File: src/hdl/paw_pkg.sv
// ----------------------------------------------------------------------------
// paw_pkg
// shared types, widths and codes for the pid controller with anti-windup
// ----------------------------------------------------------------------------
`default_nettype none

package paw_pkg;

    // fixed field widths
    localparam int SAMPLE_W   = 16;
    localparam int GAIN_W     = 16;
    localparam int ERR_W      = SAMPLE_W + 1;
    localparam int PROD_W     = GAIN_W + ERR_W;
    localparam int CFG_DATA_W = 16;
    localparam int CFG_IDX_W  = 3;

    // parameter defaults
    localparam int DEF_GAIN_FRAC_BITS = 12;
    localparam int DEF_ACC_WIDTH      = 32;

    // configuration register indexes
    typedef enum logic [CFG_IDX_W-1:0] {
        REG_GAIN_P  = 3'd0,
        REG_GAIN_I  = 3'd1,
        REG_GAIN_D  = 3'd2,
        REG_OUT_MAX = 3'd3,
        REG_OUT_MIN = 3'd4
    } cfg_reg_t;

    // clamp state codes
    typedef enum logic [1:0] {
        SAT_NORMAL = 2'd0,
        SAT_HIGH   = 2'd1,
        SAT_LOW    = 2'd2
    } sat_code_t;

    typedef struct packed {
        logic signed [SAMPLE_W-1:0] setpoint;
        logic signed [SAMPLE_W-1:0] measured;
    } in_item_t;

    typedef struct packed {
        logic signed [SAMPLE_W-1:0] drive;
        logic        [1:0]          sat_flag;
    } out_item_t;

    typedef struct packed {
        logic signed [GAIN_W-1:0]   gain_p;
        logic signed [GAIN_W-1:0]   gain_i;
        logic signed [GAIN_W-1:0]   gain_d;
        logic signed [SAMPLE_W-1:0] out_max;
        logic signed [SAMPLE_W-1:0] out_min;
    } cfg_t;

    // products handed from the front end to the core
    typedef struct packed {
        logic signed [PROD_W-1:0] inc;
        logic signed [PROD_W-1:0] pterm;
        logic signed [PROD_W-1:0] dterm;
    } prod_t;

endpackage

`default_nettype wire

File: src/hdl/paw_cfg.sv
// ----------------------------------------------------------------------------
// paw_cfg
// configuration registers, written through a plain write port
// ----------------------------------------------------------------------------
`default_nettype none

module paw_cfg
    import paw_pkg::*;
(
    input  wire logic                  aclk,
    input  wire logic                  aresetn,
    input  wire logic                  cfg_we,
    input  wire logic [CFG_IDX_W-1:0]  cfg_index,
    input  wire logic [CFG_DATA_W-1:0] cfg_data,
    output cfg_t                       cfg
);

    cfg_t cfg_reg;

    always_ff @(posedge aclk) begin
        if (!aresetn) begin
            cfg_reg.gain_p  <= '0;
            cfg_reg.gain_i  <= '0;
            cfg_reg.gain_d  <= '0;
            cfg_reg.out_max <= {1'b0, {(SAMPLE_W-1){1'b1}}};
            cfg_reg.out_min <= {1'b1, {(SAMPLE_W-1){1'b0}}};
        end else if (cfg_we) begin
            case (cfg_index)
                REG_GAIN_P:  cfg_reg.gain_p  <= cfg_data[GAIN_W-1:0];
                REG_GAIN_I:  cfg_reg.gain_i  <= cfg_data[GAIN_W-1:0];
                REG_GAIN_D:  cfg_reg.gain_d  <= cfg_data[GAIN_W-1:0];
                REG_OUT_MAX: cfg_reg.out_max <= cfg_data[SAMPLE_W-1:0];
                REG_OUT_MIN: cfg_reg.out_min <= cfg_data[SAMPLE_W-1:0];
                default: ; // unused indexes are ignored
            endcase
        end
    end

    assign cfg = cfg_reg;

endmodule

`default_nettype wire

File: src/hdl/paw_front.sv
// ----------------------------------------------------------------------------
// paw_front
// input register (error and measurement difference) and product register
// ----------------------------------------------------------------------------
`default_nettype none

module paw_front
    import paw_pkg::*;
#(
    parameter int GAIN_FRAC_BITS = DEF_GAIN_FRAC_BITS
) (
    input  wire logic     aclk,
    input  wire logic     aresetn,
    input  wire cfg_t     cfg,
    input  wire logic     s_valid,
    output logic          s_ready,
    input  wire in_item_t s_data,
    output logic          p_valid,
    input  wire logic     p_ready,
    output prod_t         p_data
);

    // stage 1: differences
    logic                    v1_reg;
    logic signed [ERR_W-1:0] err_reg;
    logic signed [ERR_W-1:0] diff_reg;
    logic signed [SAMPLE_W-1:0] prev_meas_reg;

    // stage 2: products
    logic  v2_reg;
    prod_t prod_reg;

    logic ready1;
    logic ready2;
    logic take1;
    logic take2;

    logic signed [ERR_W-1:0]  err_next;
    logic signed [ERR_W-1:0]  diff_next;
    logic signed [PROD_W-1:0] dprod;
    prod_t                    prod_next;

    assign ready2 = !v2_reg || p_ready;
    assign ready1 = !v1_reg || ready2;
    assign take1  = s_valid && ready1;
    assign take2  = v1_reg && ready2;

    assign s_ready = ready1;
    assign p_valid = v2_reg;
    assign p_data  = prod_reg;

    always_comb begin
        err_next  = {s_data.setpoint[SAMPLE_W-1], s_data.setpoint}
                  - {s_data.measured[SAMPLE_W-1], s_data.measured};
        diff_next = {s_data.measured[SAMPLE_W-1], s_data.measured}
                  - {prev_meas_reg[SAMPLE_W-1], prev_meas_reg};

        dprod           = cfg.gain_d * diff_reg;
        prod_next.inc   = cfg.gain_i * err_reg;
        prod_next.pterm = cfg.gain_p * err_reg;
        prod_next.dterm = dprod >>> GAIN_FRAC_BITS;
    end

    always_ff @(posedge aclk) begin
        if (!aresetn) begin
            v1_reg        <= 1'b0;
            v2_reg        <= 1'b0;
            prev_meas_reg <= '0;
        end else begin
            if (ready1) begin
                v1_reg <= s_valid;
            end
            if (ready2) begin
                v2_reg <= v1_reg;
            end
            if (take1) begin
                prev_meas_reg <= s_data.measured;
            end
        end
    end

    always_ff @(posedge aclk) begin
        if (take1) begin
            err_reg  <= err_next;
            diff_reg <= diff_next;
        end
        if (take2) begin
            prod_reg <= prod_next;
        end
    end

endmodule

`default_nettype wire

File: src/hdl/paw_core.sv
// ----------------------------------------------------------------------------
// paw_core
// integrator with conditional integration, two clamps, result register
// ----------------------------------------------------------------------------
`default_nettype none

module paw_core
    import paw_pkg::*;
#(
    parameter int GAIN_FRAC_BITS = DEF_GAIN_FRAC_BITS,
    parameter int ACC_WIDTH      = DEF_ACC_WIDTH
) (
    input  wire logic  aclk,
    input  wire logic  aresetn,
    input  wire cfg_t  cfg,
    input  wire logic  p_valid,
    output logic       p_ready,
    input  wire prod_t p_data,
    output logic       m_valid,
    input  wire logic  m_ready,
    output out_item_t  m_data
);

    localparam int BASE_W = (ACC_WIDTH > PROD_W) ? ACC_WIDTH : PROD_W;
    localparam int WIDE   = BASE_W + 2;

    localparam logic signed [WIDE-1:0] ACC_HI =
        {{(WIDE-ACC_WIDTH+1){1'b0}}, {(ACC_WIDTH-1){1'b1}}};
    localparam logic signed [WIDE-1:0] ACC_LO =
        {{(WIDE-ACC_WIDTH+1){1'b1}}, {(ACC_WIDTH-1){1'b0}}};

    logic signed [ACC_WIDTH-1:0] integ_reg;
    logic signed [ACC_WIDTH-1:0] integ_next;
    sat_code_t                   clamp_reg;
    sat_code_t                   clamp_next;
    logic                        out_valid_reg;
    out_item_t                   out_data_reg;
    out_item_t                   out_data_next;

    logic                        take;
    logic                        inc_pos;
    logic                        inc_neg;
    logic                        hold;
    logic signed [WIDE-1:0]      inc_w;
    logic signed [WIDE-1:0]      acc_sum;
    logic signed [WIDE-1:0]      pi_sum;
    logic signed [WIDE-1:0]      pi_sh;
    logic signed [WIDE-1:0]      max_w;
    logic signed [WIDE-1:0]      min_w;
    logic signed [SAMPLE_W-1:0]  v1;
    logic signed [WIDE-1:0]      pid_sum;
    logic signed [SAMPLE_W-1:0]  v2;

    assign p_ready = !out_valid_reg || m_ready;
    assign take    = p_valid && p_ready;
    assign m_valid = out_valid_reg;
    assign m_data  = out_data_reg;

    always_comb begin
        inc_w = {{(WIDE-PROD_W){p_data.inc[PROD_W-1]}}, p_data.inc};
        max_w = {{(WIDE-SAMPLE_W){cfg.out_max[SAMPLE_W-1]}}, cfg.out_max};
        min_w = {{(WIDE-SAMPLE_W){cfg.out_min[SAMPLE_W-1]}}, cfg.out_min};

        // no integration further into a limit that is already clamping
        inc_pos = !p_data.inc[PROD_W-1] && (|p_data.inc);
        inc_neg = p_data.inc[PROD_W-1];
        hold    = ((clamp_reg == SAT_HIGH) && inc_pos)
               || ((clamp_reg == SAT_LOW) && inc_neg);

        acc_sum = {{(WIDE-ACC_WIDTH){integ_reg[ACC_WIDTH-1]}}, integ_reg} + inc_w;
        if (hold) begin
            integ_next = integ_reg;
        end else if (acc_sum > ACC_HI) begin
            integ_next = ACC_HI[ACC_WIDTH-1:0];
        end else if (acc_sum < ACC_LO) begin
            integ_next = ACC_LO[ACC_WIDTH-1:0];
        end else begin
            integ_next = acc_sum[ACC_WIDTH-1:0];
        end

        // p + i, floor shift, first clamp sets the saturation state
        pi_sum = {{(WIDE-PROD_W){p_data.pterm[PROD_W-1]}}, p_data.pterm}
               + {{(WIDE-ACC_WIDTH){integ_next[ACC_WIDTH-1]}}, integ_next};
        pi_sh  = pi_sum >>> GAIN_FRAC_BITS;
        if (pi_sh >= max_w) begin
            v1         = cfg.out_max;
            clamp_next = SAT_HIGH;
        end else if (pi_sh <= min_w) begin
            v1         = cfg.out_min;
            clamp_next = SAT_LOW;
        end else begin
            v1         = pi_sh[SAMPLE_W-1:0];
            clamp_next = SAT_NORMAL;
        end

        // derivative term on measurement, second clamp
        pid_sum = {{(WIDE-SAMPLE_W){v1[SAMPLE_W-1]}}, v1}
                + {{(WIDE-PROD_W){p_data.dterm[PROD_W-1]}}, p_data.dterm};
        if (pid_sum >= max_w) begin
            v2 = cfg.out_max;
        end else if (pid_sum <= min_w) begin
            v2 = cfg.out_min;
        end else begin
            v2 = pid_sum[SAMPLE_W-1:0];
        end

        out_data_next.drive    = v2;
        out_data_next.sat_flag = clamp_next;
    end

    always_ff @(posedge aclk) begin
        if (!aresetn) begin
            integ_reg     <= '0;
            clamp_reg     <= SAT_NORMAL;
            out_valid_reg <= 1'b0;
        end else begin
            if (p_ready) begin
                out_valid_reg <= p_valid;
            end
            if (take) begin
                integ_reg <= integ_next;
                clamp_reg <= clamp_next;
            end
        end
    end

    always_ff @(posedge aclk) begin
        if (take) begin
            out_data_reg <= out_data_next;
        end
    end

endmodule

`default_nettype wire

File: src/hdl/pid_antiwindup_controller_top.sv
// ----------------------------------------------------------------------------
// pid_antiwindup_controller_top
// positional pid controller with conditional-integration anti-windup
// ----------------------------------------------------------------------------
//
//   channel   direction  handshake           payload
//   s_        in         s_valid / s_ready   in_item_t  (setpoint, measured)
//   m_        out        m_valid / m_ready   out_item_t (drive, sat_flag)
//   cfg_      in         cfg_we only         cfg_index, cfg_data
//
// one item per cycle sustained while m_ready stays high; an accepted item
// passes the difference register, the product register and the result
// register in that order before m_valid rises
// the integrator and clamp state close their loop inside the result stage,
// so successive items follow each other without gaps
// synchronous active-low reset returns gains and limits to their defaults and
// clears integrator, clamp state and the previous measurement; valid bits of
// all stages drop
// a stall on m_ready holds the result register and backs up the stages;
// s_ready only falls once every stage holds an item
//
// ----------------------------------------------------------------------------
`default_nettype none

module pid_antiwindup_controller_top
    import paw_pkg::*;
#(
    parameter int GAIN_FRAC_BITS = DEF_GAIN_FRAC_BITS,
    parameter int ACC_WIDTH      = DEF_ACC_WIDTH
) (
    input  wire logic                  aclk,
    input  wire logic                  aresetn,
    // input items
    input  wire logic                  s_valid,
    output logic                       s_ready,
    input  wire in_item_t              s_data,
    // result items
    output logic                       m_valid,
    input  wire logic                  m_ready,
    output out_item_t                  m_data,
    // configuration writes
    input  wire logic                  cfg_we,
    input  wire logic [CFG_IDX_W-1:0]  cfg_index,
    input  wire logic [CFG_DATA_W-1:0] cfg_data
);

    cfg_t  cfg;       // live register values
    logic  p_valid;   // product stage holds an item
    logic  p_ready;   // result stage can take it
    prod_t p_data;    // ki*err, kp*err, floored kd*dmeas

    // gains and clamp limits
    paw_cfg u_cfg (
        .aclk      (aclk),
        .aresetn   (aresetn),
        .cfg_we    (cfg_we),
        .cfg_index (cfg_index),
        .cfg_data  (cfg_data),
        .cfg       (cfg)
    );

    // error / measurement difference, then the three products
    paw_front #(
        .GAIN_FRAC_BITS (GAIN_FRAC_BITS)
    ) u_front (
        .aclk    (aclk),
        .aresetn (aresetn),
        .cfg     (cfg),
        .s_valid (s_valid),
        .s_ready (s_ready),
        .s_data  (s_data),
        .p_valid (p_valid),
        .p_ready (p_ready),
        .p_data  (p_data)
    );

    // integrator update, clamps and result register
    paw_core #(
        .GAIN_FRAC_BITS (GAIN_FRAC_BITS),
        .ACC_WIDTH      (ACC_WIDTH)
    ) u_core (
        .aclk    (aclk),
        .aresetn (aresetn),
        .cfg     (cfg),
        .p_valid (p_valid),
        .p_ready (p_ready),
        .p_data  (p_data),
        .m_valid (m_valid),
        .m_ready (m_ready),
        .m_data  (m_data)
    );

endmodule

`default_nettype wire

File: config.mk
export PLATFORM = sky130hd
export DESIGN_NAME = pid_antiwindup_controller_top
export DESIGN_NICKNAME = d
export VERILOG_FILES = /design/src/hdl/paw_pkg.sv /design/src/hdl/paw_cfg.sv /design/src/hdl/paw_front.sv /design/src/hdl/paw_core.sv /design/src/hdl/pid_antiwindup_controller_top.sv
export SDC_FILE = /design/constraint.sdc
export NUM_CORES = 2
export LEC_CHECK = 0
export ABC_AREA = 0
export BUFFER_PORTS_ARGS = -buffer_cell sky130_fd_sc_hd__buf_2
export CORE_ASPECT_RATIO = 0.5
export CORE_MARGIN = 4
export CORE_UTILIZATION = 35
export CTS_CLUSTER_DIAMETER = 100
export DETAILED_ROUTE_END_ITERATION = 7
export PLACE_DENSITY = 0.61
export SLEW_MARGIN = 10
export SYNTH_ARGS = -nofsm -noshare
export SYNTH_HDL_FRONTEND = slang
export SYNTH_HIERARCHICAL = 1
export SYNTH_SLANG_ARGS = --single-unit
File: constraint.sdc
create_clock -name aclk -period 35.9 [get_ports aclk]
set_input_delay 10.77 -clock aclk [delete_from_list [all_inputs] [get_ports aclk]]
set_output_delay 10.77 -clock aclk [all_outputs]
set_load 0.01 [all_outputs]
==> summary.md <==
| Metric | Value |
|---|---|
| Routed wire length | `~130000 um` |
| # DRC | `0` |
| Seq/Total Area, Yosys | `13.7%` |
| Internal | `0.00121 W` |
| CP max FO | `4` |
| Sequential power share | `between 15 and 20%` |
| Post-Layout Cell Count | `between 7000 and 8000` |
| VDD IR max | `a little over 0.00007 V` |
| Critical path's largest stage delay | `0.43 ns` |
| EDFF count, synth | `139` |
| CTS tree | `yes` |
| Setup Crit Path Kind | `in2out` |
| Crit-path most repeated cell | `buf_2` |
| Top area cells in the synthesized netlist | `fa_1 (33%), ha_1 (12%), edfxtp_1 (8.4%)` |
| Fmax | `0.0438 GHz` |
| Netlist cell types | `92` |
| Vias in the first global route | `36700` |
| P_leak | `26.4 nW` |
| Wirelength per Cell | `17.8 um` |
| Syn Std Cell Area | `49900 sq um` |
| Post-synth top area share | `33.4%` |
| Syn_nets | `6846` |
| Antenna violations before repair | `16` |
| Cell Count Post-Placement | `7266` |
| Die width | `542 um` |
| Gr ovfl total | `0` |
| H-Tree Depth | `2` |
| Slowest library cell on the worst path | `nor2b_1` |
| First-pass GRT wire length | `207000 um` |
| Comb power frac | `between 60% and 70%` |
| Fillers | `14300` |
| CP delay by family, top | `simple AND/OR/NAND/NOR gates` |
| Async set-reset flop share out of synthesis | `0%` |
| Flops & latches, synth | `272` |
| Crit path cell chain | `buf_2 -> nand2b_1 -> nor2b_1 -> nand2_1 -> buf_2` |
| Die H | `275 um` |
| TNS Setup | `0 ns` |
| # IOs | `between 70 and 80` |
| Hold Path Stages | `2` |
| Clock transition at path regs | `0.05 ns` |
| Fin. max-slew vios | `0` |
| Vias/cell | `5.02` |
| Core Area | `between 100000 and 150000 sq um` |
| RSZ-0062 raised after global routing | `no` |
| Die area | `149000 sq um` |
| Port bufs | `between 70 and 80` |
| DRT Pass-1 Iters | `5` |
| Clock skew | `0.0206 ns` |
| Dominant synthesized flop cell | `edfxtp_1` |
| RR Startpoint | `u_core/integ_reg[0]` |
| Crit path capture type | `output port` |
| Via Count | `36800` |
| Hold Violations, Final | `0` |
| Final setup violation count | `0` |
| Max-Cap Viols | `0` |
| P_sw | `roughly 0.0011 W` |
| Commonest non-fill, non-tap cell in the layout | `inv_1` |
| Reg2Reg Setup Slack | `19.42 ns` |
| Share of cells above drive strength 1 | `4.24%` |
| Status | `finished clean` |
| Tcrit/Tclk final | `63.6%` |
| Post-CTS resize count | `0` |
| CTS Root Cell | `clkbuf_16` |
| Switch share | `between 40% and 50%` |
| Critical path data required time | `between 20 and 30 ns` |
| Initial DRC Count | `2261` |
| Commonest cells after routing, fill and taps aside | `inv_1 (1022), fa_1 (831), nand2_1 (656)` |
| Reg-to-reg endpoint | `u_core/m_data[2]` |
| Clock buffer depth | `3` |
| Cell count after synthesis | `5468` |
| Synth-to-Final Area Change | `6.73%` |
| Largest area contributor in the netlist | `fa_1` |
| Largest register FFs | `87` |
| Post-CTS Hold Buffers | `0` |
| Mean Syn Cell Area | `9.12 sq um` |
| Fin crit period | `roughly 23 ns` |
| Startpoint types | `input pin` |
| Initial core utilization | `35.4%` |
| Buffers & Inverters on Critical Path | `2` |
| Yosys warnings | `6` |
| Reg2Reg Depth | `60` |
| Pwr/cell area | `43.5 nW/um^2` |
| # Post-CTS Setup Buffers | `0` |
| Hold path start | `u_front/prev_meas_reg[14]` |
| Crit path DAT | `12.07 ns` |
| Slew @ Worst Pin | `1.13 ns` |
| HPWL after detailed placement | `between 100000 and 150000 um` |
| Largest net degree at the start of global routing | `88` |
| NumNets Final | `6799` |
| GPL Wtd Cong | `~0.9` |
| Final ANT Viol Nets | `0` |
| Worst-Skew Late Latency | `0.56 ns` |
| GRT Total Usage | `17.6%` |
| HP Class | `reg2reg` |
| Clock Power Share | `15.0%` |
| Worst slew margin | `24.6%` |
| Row Count | `97` |
| Clk sinks | `about 270` |
| Hold Path Sink | `u_front/prev_meas_reg[14]` |
| TritonCTS Buffers | `34` |
[power groups by stage]
stage | combinational, W | clock (W) | sequential [W]
2_1_floorplan | 0.00114 | 0 | 0.000406
3_3_place_gp | 0.00151 | 0 | 0.000425
3_5_place_dp | 0.00153 | 0 | 0.000425
4_1_cts | 0.00154 | 0.000357 | 0.000419
5_1_grt | 0.00174 | 0.000370 | 0.000421
6_report | 0.00155 | 0.000348 | 0.000418
[cell usage after synthesis (20+ instances only)]
cell,count
a211oi_1,22
o21ai_0,137
ha_1,491
dfxtp_1,133
xor2_1,42
nor3_1,45
a31oi_1,21
a21boi_0,31
clkbuf_1,169
nand2b_1,35
o21bai_1,23
mux2i_1,114
a21o_1,105
fa_1,831
nand2_1,656
inv_1,1022
nand4_1,37
and2_1,403
nor2b_1,71
xnor2_1,145
or3_1,21
o21a_1,30
edfxtp_1,139
a21oi_1,241
and3_1,20
nand3_1,48
nor2_1,188
[worst reg2reg max path: cells and delay by family (launching register included)]
kind	cells	cell delay [ns]
compound gates	36	8.59
mux	4	1.37
xor+xnor	2	0.29
flops	1	0.42
fa+ha+maj	6	1.74
buf+inv	3	1.04
simple gates	9	2.78
[layer usage]
layer	global-route usage [%]	up-vias	wire length [um]	share of wire [%]
met4	4.51	10	3410	2.6
met3	1.88	168	6330	4.9
met2	28.8	883	60000	46
li1	-	17300	-	-
met5	0	-	71	0.054
met1	24.8	18500	60600	46
[area by class of cell]
cell class / count / area [sq um] / share of cell area, %
Antenna cell: 3 / 7.51 / 0.0141
Clock buffer: 41 / 918 / 1.73
Clock inverter: 21 / 199 / 0.374
Inverter: 1025 / 3850 / 7.23
Multi-Input combinational cell: 3961 / 38300 / 71.9
Sequential cell: 272 / 6840 / 12.8
Tap cell: 1881 / 2350 / 4.42
Timing Repair Buffer: 127 / 768 / 1.44
[how the worst max path moves through the flow]
stage | start | endpoint | slack (ns) | cells past startpoint
floorplan | m_ready | s_ready | 13.87 | 3
global placement | m_ready | s_ready | 13.12 | 5
detailed placement | m_ready | s_ready | 13.09 | 5
CTS | m_ready | s_ready | 13.08 | 5
global route | m_ready | s_ready | 13.05 | 5
finish | m_ready | s_ready | 13.07 | 5
[metrics by stage]
step / cell area, sq um / hold slack [ns] / total power, W / setup slack [ns] / utilization, %
floorplan: 49900 / 0.434 / 0.00154 / 13.87 / -
global placement: 52100 / 0.452 / 0.00193 / 13.12 / 37.0
detailed placement: 52100 / 0.459 / 0.00195 / 13.09 / 37.0
CTS: 53200 / 0.467 / 0.00231 / 13.08 / 37.8
global route: 53200 / 0.478 / 0.00253 / 13.05 / 37.8
finish: 53200 / 0.464 / 0.00231 / 13.07 / 37.8
[cells by family after synthesis]
| kind of cell | after synthesis | synth area share (%) |
|---|---|---|
| buffers and inverters | 1235 | 9.59 |
| AOI/OAI and AO/OA | 741 | 9.58 |
| adders and majority gates | 1322 | 45.7 |
| muxes | 122 | 2.47 |
| and+or+nand+nor | 1589 | 15.7 |
| DFF | 272 | 13.7 |
| xor gates and xnor gates | 187 | 3.29 |
(Power assumes the default switching activity.)
